## src/rtl/plm_pkg.sv

```systemverilog
// Shared constants, arctangent table and state type for the polyline segment block.
package plm_pkg;

	localparam int HEADING_W   = 25;
	localparam int LENGTH_W    = 33;
	localparam int VEC_W       = 63;
	localparam int ANG_W       = 34;
	localparam int GUARD_TOP   = 60;
	localparam int STAGE_CNT_W = 6;
	localparam int TAB_W       = 30;
	localparam int QUEUE_DEPTH = 2;

	localparam logic signed [ANG_W-1:0]     QUARTER_TURN = 34'sd1509949440;
	localparam logic signed [ANG_W-1:0]     ROUND_HALF   = 34'sd128;
	localparam logic signed [HEADING_W-1:0] HEADING_MAX  = 25'sd11796480;

	localparam logic [TAB_W-1:0] ATAN_TAB [32] = '{
		30'd754974720, 30'd445687602, 30'd235489088, 30'd119537938,
		30'd60000934,  30'd30029717,  30'd15018523,  30'd7509720,
		30'd3754917,   30'd1877466,   30'd938734,    30'd469367,
		30'd234684,    30'd117342,    30'd58671,     30'd29335,
		30'd14668,     30'd7334,      30'd3667,      30'd1833,
		30'd917,       30'd458,       30'd229,       30'd115,
		30'd57,        30'd29,        30'd14,        30'd7,
		30'd4,         30'd2,         30'd1,         30'd0
	};

	typedef enum logic [2:0] {
		BK_IDLE,
		BK_SQ_X,
		BK_SQ_Y,
		BK_ROOT,
		BK_DONE
	} back_state_t;

endpackage

```

## src/rtl/plm_if.sv

```systemverilog
// Vertex and segment channel interfaces.
interface plm_vtx_if #(
	parameter int COORD_WIDTH = 32
);
	logic                          valid;
	logic                          ready;
	logic signed [COORD_WIDTH-1:0] point_x;
	logic signed [COORD_WIDTH-1:0] point_y;
	logic                          starts_polyline;

	modport source (
		output valid,
		output point_x,
		output point_y,
		output starts_polyline,
		input  ready
	);

	modport sink (
		input  valid,
		input  point_x,
		input  point_y,
		input  starts_polyline,
		output ready
	);
endinterface

interface plm_seg_if;
	import plm_pkg::*;

	logic                        valid;
	logic                        ready;
	logic signed [HEADING_W-1:0] heading;
	logic [LENGTH_W-1:0]         seg_length;

	modport source (
		output valid,
		output heading,
		output seg_length,
		input  ready
	);

	modport sink (
		input  valid,
		input  heading,
		input  seg_length,
		output ready
	);
endinterface

```

## src/rtl/plm_front.sv

```systemverilog
// Front end: vertex intake, previous vertex store and segment classification.
module plm_front #(
	parameter int COORD_WIDTH = 32
) (
	input  logic                        clk,
	input  logic                        arst_n,
	plm_vtx_if.sink                     vtx,
	input  logic                        q_full,
	output logic                        q_push,
	output logic signed [COORD_WIDTH:0] dx,
	output logic signed [COORD_WIDTH:0] dy,
	output logic                        zero_len
);
	logic signed [COORD_WIDTH-1:0] prev_x_q;
	logic signed [COORD_WIDTH-1:0] prev_y_q;
	logic                          have_prev_q;
	logic                          accept;

	assign vtx.ready = !q_full;
	assign accept    = vtx.valid && vtx.ready;
	assign q_push    = accept && !vtx.starts_polyline && have_prev_q;

	assign dx = {vtx.point_x[COORD_WIDTH-1], vtx.point_x} - {prev_x_q[COORD_WIDTH-1], prev_x_q};
	assign dy = {vtx.point_y[COORD_WIDTH-1], vtx.point_y} - {prev_y_q[COORD_WIDTH-1], prev_y_q};
	assign zero_len = (vtx.point_x == prev_x_q) && (vtx.point_y == prev_y_q);

	always_ff @(posedge clk or negedge arst_n) begin
		if (!arst_n) begin
			have_prev_q <= 1'b0;
		end else if (accept) begin
			have_prev_q <= 1'b1;
		end
	end

	always_ff @(posedge clk) begin
		if (accept) begin
			prev_x_q <= vtx.point_x;
			prev_y_q <= vtx.point_y;
		end
	end
endmodule

```

## src/rtl/plm_queue.sv

```systemverilog
// Short segment queue between front and back end.
module plm_queue #(
	parameter int DATA_W = 67
) (
	input  logic              clk,
	input  logic              arst_n,
	input  logic              push,
	input  logic [DATA_W-1:0] push_data,
	output logic              full,
	input  logic              pop,
	output logic              head_valid,
	output logic [DATA_W-1:0] head_data
);
	import plm_pkg::*;

	localparam int PTR_W = $clog2(QUEUE_DEPTH);
	localparam int CNT_W = $clog2(QUEUE_DEPTH + 1);

	logic [DATA_W-1:0] entry_q [QUEUE_DEPTH];
	logic [PTR_W-1:0]  wr_q;
	logic [PTR_W-1:0]  rd_q;
	logic [CNT_W-1:0]  count_q;

	assign full       = count_q == CNT_W'(QUEUE_DEPTH);
	assign head_valid = count_q != '0;
	assign head_data  = entry_q[rd_q];

	always_ff @(posedge clk or negedge arst_n) begin
		if (!arst_n) begin
			wr_q    <= '0;
			rd_q    <= '0;
			count_q <= '0;
		end else begin
			if (push) begin
				wr_q <= wr_q + 1'b1;
			end
			if (pop) begin
				rd_q <= rd_q + 1'b1;
			end
			if (push && !pop) begin
				count_q <= count_q + 1'b1;
			end else if (pop && !push) begin
				count_q <= count_q - 1'b1;
			end
		end
	end

	always_ff @(posedge clk) begin
		if (push) begin
			entry_q[wr_q] <= push_data;
		end
	end
endmodule

```

## src/rtl/plm_back.sv

```systemverilog
// Back end: iterative CORDIC heading, shift-add squarer and bit-serial square root.
module plm_back #(
	parameter int COORD_WIDTH   = 32,
	parameter int CORDIC_STAGES = 24
) (
	input  logic                        clk,
	input  logic                        arst_n,
	input  logic                        head_valid,
	input  logic signed [COORD_WIDTH:0] head_dx,
	input  logic signed [COORD_WIDTH:0] head_dy,
	input  logic                        head_zero,
	output logic                        pop,
	plm_seg_if.source                   seg
);
	import plm_pkg::*;

	localparam int CW    = COORD_WIDTH;
	localparam int SW    = 2 * CW + 2;
	localparam int RW    = CW + 4;
	localparam int RTW   = CW + 1;
	localparam int CNT_W = $clog2(CW + 1);
	localparam int GUARD = GUARD_TOP - CW;
	localparam int LXW   = (RTW > LENGTH_W) ? RTW : LENGTH_W;

	back_state_t state_q;
	back_state_t state_d;

	logic [CNT_W-1:0] cnt_q;
	logic [SW-1:0]    md_q;
	logic [CW-1:0]    mr_q;
	logic [CW-1:0]    ay_q;
	logic [SW-1:0]    acc_q;
	logic [RW-1:0]    rem_q;
	logic [RTW-1:0]   root_q;
	logic             zero_q;

	logic signed [VEC_W-1:0] cx_q;
	logic signed [VEC_W-1:0] cy_q;
	logic signed [ANG_W-1:0] z_q;
	logic [STAGE_CNT_W-1:0]  c_cnt_q;

	logic                        valid_q;
	logic signed [HEADING_W-1:0] heading_q;
	logic [LENGTH_W-1:0]         len_q;

	logic sq_step;
	logic sq_swap;
	logic root_init;
	logic root_step;
	logic out_load;
	logic sq_last;
	logic root_last;
	logic c_done;
	logic out_free;

	logic signed [CW:0]      ndx;
	logic signed [CW:0]      ndy;
	logic [CW-1:0]           ax;
	logic [CW-1:0]           ay;
	logic signed [VEC_W-1:0] dxe;
	logic signed [VEC_W-1:0] dye;
	logic signed [VEC_W-1:0] cx0;
	logic signed [VEC_W-1:0] cy0;
	logic signed [VEC_W-1:0] cx_init;
	logic signed [VEC_W-1:0] cy_init;
	logic signed [ANG_W-1:0] z_init;

	logic [4:0]              idx;
	logic signed [VEC_W-1:0] sx;
	logic signed [VEC_W-1:0] sy;
	logic signed [ANG_W-1:0] at;

	logic [RW-1:0] remn;
	logic [RW-1:0] trial;
	logic          take;

	logic signed [ANG_W-1:0] zr;
	logic signed [ANG_W-9:0] hs;
	logic signed [ANG_W-9:0] hc;
	logic [LXW-1:0]          root_ext;

	assign sq_last   = cnt_q == CNT_W'(CW - 1);
	assign root_last = cnt_q == CNT_W'(CW);
	assign c_done    = c_cnt_q == STAGE_CNT_W'(CORDIC_STAGES);
	assign out_free  = !valid_q || seg.ready;

	always_comb begin
		state_d = state_q;
		case (state_q)
			BK_IDLE: begin
				if (head_valid) begin
					state_d = BK_SQ_X;
				end
			end
			BK_SQ_X: begin
				if (sq_last) begin
					state_d = BK_SQ_Y;
				end
			end
			BK_SQ_Y: begin
				if (sq_last) begin
					state_d = BK_ROOT;
				end
			end
			BK_ROOT: begin
				if (root_last) begin
					state_d = BK_DONE;
				end
			end
			BK_DONE: begin
				if (c_done && out_free) begin
					state_d = BK_IDLE;
				end
			end
			default: begin
				state_d = BK_IDLE;
			end
		endcase
	end

	always_comb begin
		pop       = 1'b0;
		sq_step   = 1'b0;
		sq_swap   = 1'b0;
		root_init = 1'b0;
		root_step = 1'b0;
		out_load  = 1'b0;
		case (state_q)
			BK_IDLE: begin
				pop = head_valid;
			end
			BK_SQ_X: begin
				sq_step = 1'b1;
				sq_swap = sq_last;
			end
			BK_SQ_Y: begin
				sq_step   = 1'b1;
				root_init = sq_last;
			end
			BK_ROOT: begin
				root_step = 1'b1;
			end
			BK_DONE: begin
				out_load = c_done && out_free;
			end
			default: begin
				pop = 1'b0;
			end
		endcase
	end

	always_ff @(posedge clk or negedge arst_n) begin
		if (!arst_n) begin
			state_q <= BK_IDLE;
			cnt_q   <= '0;
			c_cnt_q <= STAGE_CNT_W'(CORDIC_STAGES);
			valid_q <= 1'b0;
		end else begin
			state_q <= state_d;
			if (pop) begin
				cnt_q <= '0;
			end else if (sq_step) begin
				cnt_q <= sq_last ? '0 : cnt_q + 1'b1;
			end else if (root_step) begin
				cnt_q <= cnt_q + 1'b1;
			end
			if (pop) begin
				c_cnt_q <= '0;
			end else if (!c_done) begin
				c_cnt_q <= c_cnt_q + 1'b1;
			end
			if (out_load) begin
				valid_q <= 1'b1;
			end else if (seg.ready) begin
				valid_q <= 1'b0;
			end
		end
	end

	// magnitudes and quadrant fold of the incoming segment
	assign ndx = -head_dx;
	assign ndy = -head_dy;
	assign ax  = head_dx[CW] ? ndx[CW-1:0] : head_dx[CW-1:0];
	assign ay  = head_dy[CW] ? ndy[CW-1:0] : head_dy[CW-1:0];
	assign dxe = VEC_W'(head_dx);
	assign dye = VEC_W'(head_dy);
	assign cx0 = (-dye) <<< GUARD;
	assign cy0 = dxe <<< GUARD;

	always_comb begin
		cx_init = cx0;
		cy_init = cy0;
		z_init  = '0;
		if (cx0[VEC_W-1]) begin
			if (!cy0[VEC_W-1]) begin
				cx_init = cy0;
				cy_init = -cx0;
				z_init  = QUARTER_TURN;
			end else begin
				cx_init = -cy0;
				cy_init = cx0;
				z_init  = -QUARTER_TURN;
			end
		end
	end

	assign idx = c_cnt_q[4:0];
	assign sx  = cx_q >>> idx;
	assign sy  = cy_q >>> idx;
	assign at  = ANG_W'(ATAN_TAB[idx]);

	always_ff @(posedge clk) begin
		if (pop) begin
			cx_q <= cx_init;
			cy_q <= cy_init;
			z_q  <= z_init;
		end else if (!c_done) begin
			if (cy_q[VEC_W-1]) begin
				cx_q <= cx_q - sy;
				cy_q <= cy_q + sx;
				z_q  <= z_q - at;
			end else begin
				cx_q <= cx_q + sy;
				cy_q <= cy_q - sx;
				z_q  <= z_q + at;
			end
		end
	end

	assign remn  = {rem_q[RW-3:0], acc_q[SW-1:SW-2]};
	assign trial = RW'({root_q, 2'b01});
	assign take  = remn >= trial;

	always_ff @(posedge clk) begin
		if (pop) begin
			md_q   <= SW'(ax);
			mr_q   <= ax;
			ay_q   <= ay;
			acc_q  <= '0;
			zero_q <= head_zero;
		end else if (sq_step) begin
			acc_q <= acc_q + (mr_q[0] ? md_q : '0);
			if (sq_swap) begin
				md_q <= SW'(ay_q);
				mr_q <= ay_q;
			end else begin
				md_q <= md_q << 1;
				mr_q <= mr_q >> 1;
			end
			if (root_init) begin
				rem_q  <= '0;
				root_q <= '0;
			end
		end else if (root_step) begin
			acc_q  <= acc_q << 2;
			rem_q  <= take ? remn - trial : remn;
			root_q <= {root_q[RTW-2:0], take};
		end
	end

	// round, shift to 1/65536 degree and clamp to a half turn
	assign zr = z_q + ROUND_HALF;
	assign hs = zr[ANG_W-1:8];

	always_comb begin
		if (hs > HEADING_MAX) begin
			hc = HEADING_MAX;
		end else if (hs < -HEADING_MAX) begin
			hc = -HEADING_MAX;
		end else begin
			hc = hs;
		end
	end

	assign root_ext = LXW'(root_q);

	always_ff @(posedge clk) begin
		if (out_load) begin
			heading_q <= zero_q ? '0 : hc[HEADING_W-1:0];
			len_q     <= root_ext[LENGTH_W-1:0];
		end
	end

	assign seg.valid      = valid_q;
	assign seg.heading    = heading_q;
	assign seg.seg_length = len_q;
endmodule

```

## src/rtl/polyline_segment_heading_length.sv

```systemverilog
// Top level of the polyline segment heading and length block.
//
//   channel  dir  transaction                                   handshake
//   vtx      in   point_x, point_y, starts_polyline             valid/ready
//   seg      out  heading, seg_length                           valid/ready
//
// In the back end a segment passes through the one-bit-per-cycle shift-add squarer and
// square root; the CORDIC runs alongside.
// Vertices that start a polyline are taken one per cycle while the two-entry queue has room.
// arst_n clears control state at once; the stored vertex is written before it is read.
// A full queue drops vtx.ready; a stalled result holds in the output register while the
// back end carries on with the next queued segment.
module polyline_segment_heading_length #(
	parameter int COORD_WIDTH   = 32,
	parameter int CORDIC_STAGES = 24
) (
	input  logic      clk,
	input  logic      arst_n,
	plm_vtx_if.sink   vtx,
	plm_seg_if.source seg
);
	import plm_pkg::*;

	localparam int DW    = COORD_WIDTH + 1;
	localparam int QDATA = 2 * DW + 1;

	logic                 q_push;
	logic                 q_full;
	logic                 q_pop;
	logic                 q_valid;
	logic [QDATA-1:0]     q_head;
	logic signed [DW-1:0] dx;
	logic signed [DW-1:0] dy;
	logic                 zero_len;
	logic signed [DW-1:0] head_dx;
	logic signed [DW-1:0] head_dy;
	logic                 head_zero;

	plm_front #(
		.COORD_WIDTH(COORD_WIDTH)
	) u_front (
		.clk     (clk),
		.arst_n  (arst_n),
		.vtx     (vtx),
		.q_full  (q_full),
		.q_push  (q_push),
		.dx      (dx),
		.dy      (dy),
		.zero_len(zero_len)
	);

	plm_queue #(
		.DATA_W(QDATA)
	) u_queue (
		.clk       (clk),
		.arst_n    (arst_n),
		.push      (q_push),
		.push_data ({dx, dy, zero_len}),
		.full      (q_full),
		.pop       (q_pop),
		.head_valid(q_valid),
		.head_data (q_head)
	);

	assign head_dx   = q_head[QDATA-1:DW+1];
	assign head_dy   = q_head[DW:1];
	assign head_zero = q_head[0];

	plm_back #(
		.COORD_WIDTH  (COORD_WIDTH),
		.CORDIC_STAGES(CORDIC_STAGES)
	) u_back (
		.clk       (clk),
		.arst_n    (arst_n),
		.head_valid(q_valid),
		.head_dx   (head_dx),
		.head_dy   (head_dy),
		.head_zero (head_zero),
		.pop       (q_pop),
		.seg       (seg)
	);
endmodule

```

## src/flat_wrapper.sv

```systemverilog
// flat-port wrapper written by rule: the top's interface ports become plain ports
module polyline_segment_heading_length_flat import plm_pkg::*;
#(
	parameter int COORD_WIDTH   = 32,
	parameter int CORDIC_STAGES = 24
)
  (clk, arst_n, vtx_valid, vtx_point_x, vtx_point_y, vtx_starts_polyline, vtx_ready, seg_valid, seg_heading, seg_seg_length, seg_ready);
  plm_vtx_if #(.COORD_WIDTH(COORD_WIDTH)) vtx_i ();
  plm_seg_if seg_i ();
  input  logic clk;
  input  logic arst_n;
  input wire logic [$bits(vtx_i.valid)-1:0] vtx_valid;
  input wire logic [$bits(vtx_i.point_x)-1:0] vtx_point_x;
  input wire logic [$bits(vtx_i.point_y)-1:0] vtx_point_y;
  input wire logic [$bits(vtx_i.starts_polyline)-1:0] vtx_starts_polyline;
  output wire logic [$bits(vtx_i.ready)-1:0] vtx_ready;
  output wire logic [$bits(seg_i.valid)-1:0] seg_valid;
  output wire logic [$bits(seg_i.heading)-1:0] seg_heading;
  output wire logic [$bits(seg_i.seg_length)-1:0] seg_seg_length;
  input wire logic [$bits(seg_i.ready)-1:0] seg_ready;
  assign vtx_i.valid = vtx_valid;
  assign vtx_i.point_x = vtx_point_x;
  assign vtx_i.point_y = vtx_point_y;
  assign vtx_i.starts_polyline = vtx_starts_polyline;
  assign vtx_ready = vtx_i.ready;
  assign seg_valid = seg_i.valid;
  assign seg_heading = seg_i.heading;
  assign seg_seg_length = seg_i.seg_length;
  assign seg_i.ready = seg_ready;
  polyline_segment_heading_length #(.COORD_WIDTH(COORD_WIDTH), .CORDIC_STAGES(CORDIC_STAGES)) u_core (.clk(clk), .arst_n(arst_n), .vtx(vtx_i), .seg(seg_i));
endmodule
```

## config.mk

```make
export PLATFORM = sky130hd
export DESIGN_NAME = polyline_segment_heading_length_flat
export DESIGN_NICKNAME = d
export VERILOG_FILES = /design/src/rtl/plm_pkg.sv /design/src/rtl/plm_if.sv /design/src/rtl/plm_front.sv /design/src/rtl/plm_queue.sv /design/src/rtl/plm_back.sv /design/src/rtl/polyline_segment_heading_length.sv /design/src/flat_wrapper.sv
export SDC_FILE = /design/constraint.sdc
export NUM_CORES = 2
export LEC_CHECK = 0
export BUFFER_PORTS_ARGS = -buffer_cell sky130_fd_sc_hd__buf_2
export CELL_PAD_IN_SITES_DETAIL_PLACEMENT = 1
export CELL_PAD_IN_SITES_GLOBAL_PLACEMENT = 2
export CORE_ASPECT_RATIO = 1.75
export CORE_MARGIN = 3
export CORE_UTILIZATION = 35
export CTS_CLUSTER_SIZE = 30
export DETAILED_ROUTE_END_ITERATION = 8
export PLACE_DENSITY_LB_ADDON = 0.1
export SETUP_SLACK_MARGIN = 0.3
export SLEW_MARGIN = 10
export SYNTH_ARGS = -nofsm -noshare
export SYNTH_HDL_FRONTEND = slang
export SYNTH_SLANG_ARGS = --single-unit
```

## constraint.sdc

```tcl
create_clock -name clk -period 24.8 [get_ports clk]
set_input_delay 7.44 -clock clk [delete_from_list [all_inputs] [get_ports clk]]
set_output_delay 7.44 -clock clk [all_outputs]
set_load 0.05 [all_outputs]
```

==> results.ini <==
[global_routing]
antenna_found_initial=18
grt-ovfl-total=0
grt_max_degree=132
grt_usage_pct=29.0
grt_pass1_wl_microns=391000
grt_pass1_vias=57875

[finish]
n_fill_cell=20108
multi_input_area_sq_um=39700
drive_gt1_share_pct=10.7
area_delta_synth_final_pct=9.01
register_area_sq_um=20000
fin_util_pct=38.5
design_area_sq_um=67600
layout.nets=7161

[routing]
wl_microns=268000
avgViaCountPerCell=5.98
detail-route-antenna-nets=0
wl_per_cell_microns=29.2
vias=54772
drt_iter0_drc=3452
firstDrtPassIters=5
route.detailed.drc=0

[cts]
h-tree-depth=3
numCtsBuffers=80
ctsResizeCount=0
clock_sinks=701
cts_tree=done
clock_latency_ns=0.73
cts_root_buf=clkbuf_16
clk_pin_slew_ns=0.07
clockBufferDepth=3
hold_buffers=0
cts_setup_buffers=0

[die]
die_x_microns=324
dieHeight_microns=563
dieArea_sq_um=183000
initial_core_util_pct=35.4
ios=129
rows=203
coreArea_sq_um=176000

[logic_synthesis]
yosys.area_share.simple_pct=16.0
synth_area_leaders=edfxtp_1 (28%), ha_1 (7.0%), mux4_2 (5.8%), xnor2_1 (5.0%), a21oi_1 (4.2%)
synth_top_area_share_pct=28.1
netlist_area_sq_um=62100
synth_cell_types=106
yosysWarnings=0
yosys_most_used_dff=edfxtp_1
synth_fa_ha_area_share_pct=7.15
synth.avg_cell_area_sq_um=9.11
synth_async_sr_flop_share_pct=3.00
synth_compound_area_share_pct=21.3
synth_edf_count=580
synth-xor-area-share_pct=7.96
synth_top_cell_by_area=edfxtp_1
synth.net_count=7232
yosys-mux-area-fraction_pct=11.3
ys_seq_area_share_pct=32.1
synth_seq_cells=701
syn_inst=6812
synth_top_family_by_area=compound AO/OA/AOI/OAI gates

[place]
portBuffers=128
gp_congestion=1.01
dpl_cell_area_sq_um=64900
post-dp-hpwl_microns=206000

[min_path]
hold_path_end=u_core.u_back.seg.seg_length[8]
min_path_cells=0
min_from=u_core.u_back.root_ext[8]
hp-class=flip-flop to flip-flop

[run]
max-cap-violations=0

[critical_path]
cp_num_buf_inv=4
r2r_start=u_core.u_back.c_cnt_q[4]
crit_type=flip-flop to flip-flop
regToRegSetupSlack_ns=13.92
endpoint_kind=flip-flop
crit_path_frequent_cell=buf_4
cp_max_fo=44
crit_family=simple AND/OR/NAND/NOR gates
slowest_delay_ns=0.85
cpMaxStageDelayCell=dfstp_4
crit_required_ns=25.26
timing.rr.end=u_core.u_back.cx_q[60]
r2r_cells=28
arrival_ns=11.34
cp-start-kind=flip-flop

[timing]
setup_tns_ns=0
skew_ns=0.0422
final_max_slew_viol_count=0
period_minus_slack_ns=10.88
fin_crit_sh_pct=43.9
setup_viol=0
fmax_ghz=0.0919
hold_viol=0
slew_headroom_pct=13.1
rsz0062_at_grt=false
tightest_slew_ns=1.27
fin_hold_ws_ns=0.445

[power_and_ir_drop]
irDropWorstVdd_mv=0.0588
leakagePower_nw=27.0
powerDensity_nw_per_um2=38.1

[outcome]
status=finished, final reports clean

worst reg2reg max path: cells and delay by family, from the launching register on:
kind                       cells  cell delay (ns)
AOI/OAI and AO/OA             11             2.88
xor gates and xnor gates       1             0.19
adders and majority gates      1             0.42
buffers and inverters          4             1.99
DFF                            1             0.85
muxes                          2             1.06
and+or+nand+nor                9             3.27
metrics by stage:
stage	setup slack [ns]	total power, W	std cells
6_report	13.92	0.00258	9164
5_1_grt	13.18	0.00266	9163
4_1_cts	13.92	0.00262	9158
3_5_place_dp	13.38	0.00135	9014
3_3_place_gp	13.40	0.00135	9014
2_1_floorplan	12.10	0.00133	6812
power by group:
part           switching (W)  internal [W]   total, W
clock network       0.000557      0.000699    0.00126
registers       0.0000000338       0.00127    0.00127
logic              0.0000339     0.0000225  0.0000565
cells in the mapped netlist, types with 78 or more instances:
master	number
a21o_1	254
nand3_1	120
mux2_2	88
a21oi_1	525
inv_1	238
edfxtp_1	580
xor2_1	209
a31oi_1	84
and2_1	140
mux2i_1	237
nand4_1	78
a22oi_1	93
clkbuf_1	249
nand2_1	529
mux4_2	159
dfxtp_1	100
o21ai_0	390
nor2_1	640
xnor2_1	352
nor3_1	139
ha_1	345
a211oi_1	79
state kept, by name, summed over array words and instances, names as in the netlist, 33 cells and up:
register and count:
u_core.u_back.cx_q 63, u_core.u_back.z_q 34, u_core.u_back.rem_q 34, u_core.u_back.seg.seg_length 33, u_core.u_back.root_ext 33, u_core.u_back.cy_q 63, u_core.u_back.acc_q 66, u_core.u_queue.entry_q 134
u_core.u_back.md_q 66
kinds of logic after synthesis:
kind of cell,after synthesis
buffers and inverters,623
adders and majority gates,351
muxes,488
and+or+nand+nor,2061
AOI/OAI and AO/OA,2026
xor gates and xnor gates,562
DFF,701
worst max path at each step:
stage / from / endpoint / cells after the start / slack (ns)
finish: u_core.u_back.c_cnt_q[4] / u_core.u_back.cx_q[60] / 28 / 13.92
global route: u_core.u_back.c_cnt_q[4] / u_core.u_back.cy_q[62] / 25 / 13.18
detailed placement: vtx_point_y[1] / u_core.u_queue.entry_q[0][32] / 14 / 13.38
CTS: u_core.u_back.c_cnt_q[4] / u_core.u_back.cy_q[62] / 25 / 13.92
global placement: vtx_point_y[1] / u_core.u_queue.entry_q[0][32] / 14 / 13.40
floorplan: vtx_valid / u_core.u_queue.entry_q[0][0] / 3 / 12.10
layout make-up:
type | count | area share [%]
clock buffer | 93 | 3.17
tap | 2357 | 4.36
clock inverter | 51 | 0.782
sequential | 701 | 29.5
multi-input combinational | 5488 | 58.7
antenna | 4 | 0.0148
inverter | 240 | 1.34
timing repair buffer | 230 | 2.10
metal layers:
metal	track usage, %	up-vias	wire [microns]
met4	23.3	22	26000
met3	5.79	800	12800
met5	0	-	141
met2	52.8	1405	139000
li1	-	25358	-
met1	28.0	27187	90200
cell usage in the layout, fill, tap and decap left out, drive strengths merged, types with 230 or more instances in the layout:
| master | instances |
|---|---|
| a21o | 254 |
| a21oi | 525 |
| xnor2 | 352 |
| mux2i | 237 |
| nor2 | 640 |
| edfxtp | 580 |
| inv | 243 |
| buf | 230 |
| ha | 345 |
| o21ai | 397 |
| nand2 | 529 |
No activity file was read; power rests on OpenSTA's default activity.
